`src/sv/opsm_pkg.sv`:
```
// ----------------------------------------------------------------------------
// opsm_pkg
// Shared constants and control structs for the ordered pattern sequence
// matcher: default sizes and the per-cell load and step controls.
// ----------------------------------------------------------------------------
package opsm_pkg;

    // Default sizes
    localparam int DEF_MAX_GROUPS      = 16;
    localparam int DEF_MAX_PATTERN_LEN = 16;
    localparam int DEF_DATA_WIDTH      = 32;

    // Fixed field widths
    localparam int GC_W    = 5;   // group_count register
    localparam int IDX_W   = 4;   // group_index / element_position
    localparam int VAL_W   = 32;  // element_value
    localparam int FOUND_W = 5;   // groups_found

    localparam logic [GC_W-1:0] GC_RESET = GC_W'(1);

    // Pattern load broadcast to every cell
    typedef struct packed {
        logic we;    // write this request's value / end mark
        logic last;  // request closes the pattern: rewrite end marks
    } ld_ctl_t;

    // Window and prefix-flag step broadcast to every cell
    typedef struct packed {
        logic shift; // advance window and prefix flags by one element
        logic clear; // drop all partial matches
    } step_ctl_t;

endpackage

```
`src/sv/opsm_cell.sv`:
```
// ----------------------------------------------------------------------------
// opsm_cell
// One position of the matcher: holds one text window tap, the pattern
// element of this position for every group, the end-of-pattern mark for
// every group, and the prefix-match flag handed on to the next cell.
// ----------------------------------------------------------------------------
module opsm_cell
    import opsm_pkg::*;
#(
    parameter int MAX_GROUPS = DEF_MAX_GROUPS,
    parameter int DATA_WIDTH = DEF_DATA_WIDTH,
    parameter int GAW        = (MAX_GROUPS > 1) ? $clog2(MAX_GROUPS) : 1
)
(
    input  logic                  clk,
    input  logic                  rst_n,
    // pattern load
    input  ld_ctl_t               ld,
    input  logic                  pos_sel,
    input  logic [GAW-1:0]        ld_grp,
    input  logic [DATA_WIDTH-1:0] ld_value,
    // group whose pattern is presented in the next cycle
    input  logic [GAW-1:0]        rd_addr,
    // window / flag step
    input  step_ctl_t             step,
    input  logic [DATA_WIDTH-1:0] feed,
    input  logic [DATA_WIDTH-1:0] win_in,
    output logic [DATA_WIDTH-1:0] win_out,
    input  logic                  flag_in,
    output logic                  flag_out,
    output logic                  hit
);

    logic [DATA_WIDTH-1:0] pat_mem_reg [MAX_GROUPS];
    logic [DATA_WIDTH-1:0] pat_rd_reg;
    logic [MAX_GROUPS-1:0] end_mark_reg;
    logic                  end_rd_reg;
    logic                  flag_reg;
    logic                  flag_next;
    logic [DATA_WIDTH-1:0] win_reg;

    // Pattern element store, registered read of the current group
    always_ff @(posedge clk)
    begin
        if (ld.we && pos_sel)
        begin
            pat_mem_reg[ld_grp] <= ld_value;
        end
        pat_rd_reg <= pat_mem_reg[rd_addr];
    end

    // End marks: set in the cell at the pattern's last position, cleared elsewhere
    always_ff @(posedge clk or negedge rst_n)
    begin
        if (!rst_n)
        begin
            end_mark_reg <= '0;
            end_rd_reg   <= 1'b0;
        end
        else
        begin
            if (ld.we && ld.last)
            begin
                end_mark_reg[ld_grp] <= pos_sel;
            end
            end_rd_reg <= end_mark_reg[rd_addr];
        end
    end

    // Prefix through this position matches, ending at the fed element
    assign flag_next = flag_in && (feed == pat_rd_reg);
    assign hit       = flag_next && end_rd_reg;

    always_ff @(posedge clk or negedge rst_n)
    begin
        if (!rst_n)
        begin
            flag_reg <= 1'b0;
        end
        else if (step.clear)
        begin
            flag_reg <= 1'b0;
        end
        else if (step.shift)
        begin
            flag_reg <= flag_next;
        end
    end

    // Window tap
    always_ff @(posedge clk)
    begin
        if (step.shift)
        begin
            win_reg <= win_in;
        end
    end

    assign flag_out = flag_reg;
    assign win_out  = win_reg;

endmodule

```
`config.mk`:
```
export PLATFORM = sky130hd
export DESIGN_NAME = opsm_cell
export DESIGN_NICKNAME = d
export VERILOG_FILES = /design/src/sv/opsm_pkg.sv /design/src/sv/opsm_cell.sv
export SDC_FILE = /design/constraint.sdc
export NUM_CORES = 1
export LEC_CHECK = 0
export ABC_AREA = 1
export BUFFER_PORTS_ARGS = -buffer_cell sky130_fd_sc_hd__buf_2
export CAP_MARGIN = 40
export CORE_MARGIN = 5
export CORE_UTILIZATION = 65
export DETAILED_ROUTE_END_ITERATION = 12
export PLACE_DENSITY_LB_ADDON = 0.1
export SLEW_MARGIN = 40
export SYNTH_ARGS = -nofsm -noshare
export SYNTH_HDL_FRONTEND = slang
export SYNTH_SLANG_ARGS = --single-unit
```
`constraint.sdc`:
```
create_clock -name clk -period 2.1 [get_ports clk]
set_input_delay 0.21 -clock clk [delete_from_list [all_inputs] [get_ports clk]]
set_output_delay 0.21 -clock clk [all_outputs]
set_load 0.02 [all_outputs]
```
After elaboration in Yosys (flattened, before gate mapping) --
Memory sizes are Yosys's and may differ from the RTL's. A register that Yosys moved wholly into a read port is not among the register bits. Index checks and enable logic that the tools add are counted. W data, S select, Z words.
Storage, ports and cells: flip-flop bits (word level) 50, RAM bits 512, input port bits 112, output and inout bits 34, memories 1
Memories:
- pat_mem_reg | depth 16, bits a word 32, read ports 1, clocked after Yosys merged registers in 1, wr ports 1, line opsm_cell.sv:34 | logic [DATA_WIDTH-1:0] pat_mem_reg [MAX_GROUPS];
Operators by class: $lt $le $gt $ge 3, equality and inequality tests 1, muxes and demuxes 9, reduce and logical (&&, ||, !) cells 6
Operator list (count):
- $eq A32 B32 Y1 | 1
- $bwmux W16 | 1
- $lt A4 B5 Y1 const B | 2
- $mux W1 | 6
- $logic_and A1 B1 Y1 | 5
- $bmux W1 S4 | 1
- $demux W1 S4 | 1
- $ge A4 B1 Y1 const B | 1
- $reduce_bool A2 Y1 | 1

Logic depth before layout (Yosys ltp) --
Gate-level depths: netlist of run 1.
depth after elaboration 5, depth in mapped cells 10

Worst setup path before layout of run 1 --
Ideal clock, no wire load.
path kind input -> register, start in pos_sel, end mem pat_mem_reg[12][0] (netlist bit), enable pin, setup time 505 ps, arrival 3681 ps, setup slack -2085 ps, stages on the path 3, buffers on the path 1, path through nand2_1 clkbuf_1 nor4_1
Between the ends: cells in the longest elaborated chain, start to end 3
RTL lines:
- start, declared | line opsm_cell.sv:19 | input logic pos_sel,
- $logic_and A1 B1 Y1 | line opsm_cell.sv:45 | if (ld.we && pos_sel)
- $mux W1 | line opsm_cell.sv:45
- $mux W1 (implied by the code) | line opsm_cell.sv:47 | pat_mem_reg[ld_grp] <= ld_value;
- end, declared | line opsm_cell.sv:34
No other way between the ends.

Worst setup path in the final report of run 1 --
start reg pat_rd_reg[28], read port of pat_mem_reg, end out hit
Between the ends: cells in the longest elaborated chain, start to end 3
RTL lines:
- start, declared | line opsm_cell.sv:35 | logic [DATA_WIDTH-1:0] pat_rd_reg;
- $eq A32 B32 Y1 | line opsm_cell.sv:71 | assign flag_next = flag_in && (feed == pat_rd_reg);
- $logic_and A1 B1 Y1 | line opsm_cell.sv:71
- $logic_and A1 B1 Y1 | line opsm_cell.sv:72 | assign hit = flag_next && end_rd_reg;
- end, declared | line opsm_cell.sv:31 | output logic hit
No other way between the ends.

==> results.txt, run 1 <==
The run finished, with violations left. The final reports fail on negative setup slack. The CTS tree is yes.

The first global-routing pass estimated 86.8 mm of wire. The Yosys step of the flow raised 0 warnings. The setup violation total in the final timing report is 1. The cell at the root of the clock tree is clkbuf_16. The final-report hold violation count is 0. The delay of the slowest cell on the worst path came out at 0.34 ns. The initial antenna violation count came to 1.

The top-area cell type share of the netlist area is 68.6%. The final cycle utilization of the critical path came out at 105%. After filler insertion, the fill cell instance count of the layout stands at 2,172. In the final routed layout, each cell accounts on average for 22.9 um.

The utilization of the core after routing came out at 77.3%. The clock network is responsible for 38.9% of the overall power. Routability-driven placement finished with a final weighted congestion of 0.910. STA classifies the critical path endpoint as a primary output.

The overall routed net length is 57.4 mm. The net switching power came out at 0.00555 W. The number of nets in the synthesized netlist came out at 1,864. Of the cells placed in the final design, the portion with a size suffix greater than 1 is 15.8%. The number of maximum-capacitance constraint violations is 0.

The maximum net fanout on the critical path came out at 2. The via total after detailed routing came out at 14,900. The average via count per standard cell is 5.94. The portion of the post-synthesis area used by sequential elements is 73.1%. The maximum clock insertion buffer count is 3. The synthesis-stage register bit count is 594. Counting distinct cell types in the post-synthesis netlist gives 30.

The clock latency of the later-clocked register in the worst-skew pair is 0.61 ns. In this run the tightest slew margin relative to its limit is 53.2%. The top achievable clock speed is 0.455 GHz. The arrival time of data at the critical path endpoint came out at 1.99 ns. The cell count after synthesis came out at 1,752. The total count of max-transition violations in the final report is 0. The critical path contains buffers and inverters numbering 2 combined. The cell area after technology mapping is 23,800 um^2. The final worst setup slack came out at -0.0967 ns. The die is 201 um wide. Walking the worst path, the cells encountered are xnor2_2 -> o21ai_0 -> nor3_1 -> nand3_1 -> nor3_2 -> buf_4 -> buf_6. The required time reported for the critical path endpoint is 1.89 ns. The ratio of total power to cell area came out at 884 nW/um^2. The count of flip-flops with a built-in enable after synthesis came out at 544. Leaving out fill and tap cells, the most frequent cell in the layout is edfxtp_1. STA classifies the critical path startpoint as a flop. The number of core rows came out at 70.

The maximum number of pins on one net before global-route repair is 64. The number of sinks on the clock net is 594. The cell with the largest stage delay on the worst path is dfxtp_1.

The initial standard-cell utilization of the core came out at 65.4%. The fraction of power spent switching nets is 22.3%. The remaining number of nets flagged by the antenna check after routing is 0. Clock tree synthesis inserted a total of 57 buffers. Setup repair after global routing could not meet its margin everywhere.

Overall power consumption after layout is estimated at 0.0249 W. The total number of H-tree levels is 2. The post-DP HPWL is 31.7 mm. The overall routing resource usage is 28.0%. The DRC violation count after routing is 0. The actual slew at the worst max-slew pin is 0.702 ns. The critical path is of the reg2out type. The kind of cell with the highest combined delay along the critical path is simple AND/OR/NAND/NOR gates.

The internal power component came out at 0.0193 W. The share of synthesized registers carrying an async set or reset is 3.03%. After clock tree synthesis, the clock-pin slew on the worst setup and hold paths is 0.06 ns.

The growth of design area from synthesis to finish came out at 18.2%. The first-iteration detailed-routing DRC count is 1,426. The number of global-route vias before repair was 14,700. The number of nets in the layout came out at 2,102. The flip-flop count of the largest register, all copies and words added is 512. The die covers 40,600 um^2.

In the layout the commonest cells are 544 x edfxtp_1, 194 x inv_1, 168 x o21ai_0, 143 x nand2_1, 141 x buf_2. The worst hold path belongs to the class in2reg. The relative contribution of combinational cells to total power came out at 7.5%. The largest vdd supply drop came out at 0.899 mV.

The number of input and output port buffers inserted came out at 145. The residual overflow from global routing is 0. Between clock sinks in the finished design, the worst skew comes to 0.0137 ns.

The y dimension of the die came out at 201 um. The boundary pin count came out at 146. In this run the standard cell core region covers 36,400 um^2. The sequential fraction of design power came out at 53.6%. The largest total area in the synthesized netlist belongs to edfxtp_1. After synthesis, the cell types taking the most area are edfxtp_1 69%, mux2i_1 5.3%, o211ai_1 4.1%. Averaged over all synthesized cells, the footprint is 13.6 um^2. The post-route minimum period is 2.20 ns.

The most used flip-flop cell after synthesis is edfxtp_1. The first-pass iteration count of the detailed router came out at 5. The static leakage is 10.6 nW.
-- cell usage after synthesis (4+ instances only) --
cell      count
o21ai_0     170
nor2_1       45
nor3_1        8
buf_1        10
inv_1       198
a21oi_1     134
nand3_1      65
xnor2_1       4
dfrtp_1      18
dfxtp_1      32
mux2i_1     127
buf_2        13
buf_6        11
o21ai_1      10
o211ai_1    129
buf_4        11
edfxtp_1    544
nor4_1        6
nand4_1       4
nand2_1     149
clkbuf_1     47
-- area by class of cell --
class	count	area [um^2]	share of cell area, %
Antenna cell	1	2.50	0.00889
Inverter	199	749	2.66
Sequential cell	594	17400	61.9
Clock buffer	87	1580	5.61
Timing Repair Buffer	276	2320	8.25
Tap cell	468	586	2.08
Clock inverter	21	176	0.627
Multi-Input combinational cell	862	5310	18.9
-- through the flow --
step	setup TNS [ns]	cells	hold WS, ns	setup slack (ns)	area [um^2]
finish	-0.0967	2508	0.0872	-0.0967	28200
global route	-0.157	2508	0.0969	-0.157	28200
CTS	-0.130	2507	0.0484	-0.130	28100
detailed placement	0	2330	0.184	0.342	25600
global placement	0	2330	0.179	0.393	25600
floorplan	-67.81	1752	-0.0856	-0.518	23900
-- worst register-to-register path: cells and delay by family (launching register included) --
kind	cells	cell delay, ns
simple gates	6	0.62
flops	1	0.33
compound gates	1	0.17
buf+inv	2	0.16
-- timing repair --
action                                 CTS  global route
hold buffers                            67             0
pin swaps                                8             8
resized for setup                       17             7
endpoints found under the hold margin  566             0
setup buffers                            2             0
setup endpoints to repair                1             1
-- per-layer routing --
metal	vias to the layer above	share of wire, %	GRT usage [%]
met5	-	0	0
met4	0	2.7	8.20
met3	114	7.0	4.63
met2	611	50	47.3
met1	7305	41	38.2
li1	6870	-	-
-- path summary, 6_finish.rpt --
| kind | startpoint | slack (ns) | endpoint | cells past startpoint |
|---|---|---|---|---|
| setup / recovery | pat_rd_reg[28] | -0.1 | hit | 7 |
| hold / removal | ld[1] | 0.09 | end_mark_reg[1] | 4 |
| setup reg to reg | pat_rd_reg[27] | 0.73 | flag_out | 9 |
| hold reg to reg | end_mark_reg[0] | 0.48 | end_mark_reg[0] | 2 |
| max in group asynchronous | rst_n | 1.67 | end_mark_reg[1] | 2 |
| min in group asynchronous | rst_n | 0.10 | end_mark_reg[10] | 2 |
-- logic make-up (layout without fill, tap and decap cells) --
family                    after synthesis  count (layout)  synth area share (%)
other                                   0               1                     0
AOI/OAI and AO/OA                     447             447                  10.8
and+or+nand+nor                       281             281                  4.96
DFF                                   594             594                  73.1
muxes                                 127             127                  5.33
xor gates and xnor gates                7               7                 0.257
buffers and inverters                 296             583                  5.53
-- power groups by stage --
stage / clock, W / sequential, W / combinational (W)
after floorplan: 0 / 0.0136 / 0.000938
final: 0.00968 / 0.0133 / 0.00187
after detailed placement: 0 / 0.0136 / 0.00173
after global placement: 0 / 0.0136 / 0.00170
after global routing: 0.0103 / 0.0133 / 0.00204
after CTS: 0.00978 / 0.0133 / 0.00186
No activity file was read; power rests on OpenSTA's default activity.
==> inputs of run 2 (changes only) <==
CTS_BUF_LIST = sky130_fd_sc_hd__clkbuf_2 sky130_fd_sc_hd__clkbuf_4 sky130_fd_sc_hd__clkbuf_8   (was unset)
==> results.txt, run 2 (synthesis results as in run 1) <==
Setup repair after global routing could not meet its margin everywhere. The area enclosed by the die boundary is 40,600 um^2. The residual overflow from global routing came out at 0. The reg2reg setup slack is 0.66 ns. The tightest slew margin relative to the limit came out at 52.9%. The number of core rows came out at 70. The run finished, with violations left. The setup clock skew after layout is 0.0382 ns. The final-report hold violation count was 0. The clock latency of the later-clocked register in the worst-skew pair is 0.66 ns. The average via count per standard cell is 5.87.

The total negative slack for setup checks came out at -0.128 ns. The fraction of final layout cells sized beyond drive strength 1 came out at 19.5%. The most critical setup path has its endpoint at hit. The flip-flop count of the largest register, all copies and words added came out at 512. The path type of the worst setup path is reg2out. The wire length of the first global-routing pass came out at 86.5 mm. The worst slack on hold paths came out at 0.0331 ns. The DRC violation count after routing came out at 0. The overall routed net length came out at 57.2 mm. The library cells used most frequently in the layout, excluding fill and tap cells, are 544 x edfxtp_1, 195 x inv_1, 167 x o21ai_0, 143 x nand2_1, 141 x buf_2. In this run the horizontal extent of the chip is 201 um. The number of antenna diodes came out at 0. For this block, the via count after detailed routing is 15,100. The first-pass iteration count of the detailed router is 6. Of all nets on the critical path, the largest fanout is 2. The final worst setup slack is -0.128 ns. The launching instance or port of the critical path is pat_rd_reg[28]. The final reports fail on negative setup slack. The remaining number of nets flagged by the antenna check after routing came out at 0. The setup violation total in the final timing report is 1. The most common library cell in the layout ignoring fill and taps is edfxtp_1. The top achievable clock speed came out at 0.449 GHz. The arrival time of data at the critical path endpoint is 2.02 ns. The required time reported for the critical path endpoint is 1.89 ns. The clock transition at the register clock pins on the worst setup and hold paths after CTS came out at 0.06 ns.

For this run, the post-layout net count is 2,137. The number of input and output port buffers inserted is 145. Counting every sink on the clock net gives 594. The H-tree was split into 3 levels. The number of maximum-capacitance constraint violations came out at 0. The growth of design area from synthesis to finish came out at 18.7%. The total count of max-transition violations in the final report is 0.

The worst register-to-register path begins at pat_rd_reg[18]. The final cycle utilization of the critical path is 106%. In this run the standard cell core region covers 36,400 um^2. The number of buffers added by the clock tree synthesis step is 91. 146 I/O pins were placed. From bottom edge to top edge, the die measures 201 um.

The largest vdd supply drop is 0.818 mV. The path depth of the worst reg2reg path is 8. STA classifies the critical path startpoint as a flop. The worst setup path is captured at a primary output. The cell at the root of the clock tree is clkbuf_8.

The min-delay analysis places its worst path in the category in2async. The fill cell total of the finished layout came out at 2,158. The first-iteration detailed-routing DRC count came out at 1,205.

The maximum clock insertion buffer count is 3. The number of global-route vias before repair is 14,800. The maximum number of pins on one net before global-route repair is 64. The endpoint identified for the worst register-to-register timing path is flag_out. The initial standard-cell utilization of the core came out at 65.4%. The actual slew at the worst max-slew pin came out at 0.706 ns. The initial antenna violation count is 0. The CTS tree is yes. The post-route minimum period came out at 2.23 ns.

The ratio of total power to cell area is 877 nW/um^2. The minimum setup slack after placement came out at 0.342 ns. The post-DP HPWL came out at 31.7 mm. The static leakage is 10.8 nW. Global routing used 28.0% of the available tracks. The mean routed wirelength per cell is 22.3 um.

The final estimated routing congestion in global placement is 0.910.
==> run 2: critical path: stages (launching register included) <==
cell     delay, ns
dfxtp_1       0.34
xnor2_2       0.20
o21ai_1       0.12
nor3_1        0.15
nand3_1       0.11
nor3_2        0.17
buf_4         0.15
buf_6         0.11
==> run 2: power breakdown <==
part | internal, W | switching, W
clock | 0.00521 | 0.00440
sequential | 0.0132 | 0.000113
combinational | 0.000691 | 0.00119
==> run 2: layout make-up <==
type | instances | area (um^2) | area share, %
timing repair buffer | 277 | 2340 | 8.26
sequential | 594 | 17400 | 61.6
inverter | 199 | 749 | 2.65
tap | 468 | 586 | 2.07
multi-input combinational | 862 | 5310 | 18.8
clock inverter | 42 | 288 | 1.02
clock buffer | 129 | 1590 | 5.63
==> run 2: per-layer routing <==
layer | global-route usage [%] | vias up | part of all wire [%]
li1 | - | 6965 | -
met1 | 37.8 | 7379 | 41
met2 | 46.8 | 629 | 50
met3 | 4.56 | 118 | 6.8
met4 | 9.96 | 0 | 2.9
met5 | 0 | - | 0
==> run 2: timing repair <==
item / CTS / global route
hold buffers: 69 / 0
resized for setup: 15 / 10
setup buffers: 1 / 0
endpoints found under the hold margin: 566 / 0
pin swaps: 7 / 9
endpoints found under the setup margin: 1 / 1
==> run 2: worst min-delay path by stage <==
stage	cells past startpoint	to	startpoint	slack, ns
finish	2	end_mark_reg[2]	rst_n	0.03
global route	2	end_mark_reg[2]	rst_n	0.04
CTS	2	end_mark_reg[2]	rst_n	0.003
detailed placement	1	flag_out	rst_n	0.18
global placement	1	end_mark_reg[12]	rst_n	0.18
floorplan	0	end_mark_reg[0]	rst_n	-0.09
==> run 2: metrics by stage <==
stage | std cells | power (W) | utilization (%) | area (um^2)
final | 2571 | 0.0248 | 77.7 | 28300
after global placement | 2330 | 0.0152 | 70.4 | 25600
after CTS | 2571 | 0.0249 | 77.6 | 28300
after global routing | 2571 | 0.0257 | 77.7 | 28300
after detailed placement | 2330 | 0.0153 | 70.4 | 25600
after floorplan | 1752 | 0.0145 | - | 23900
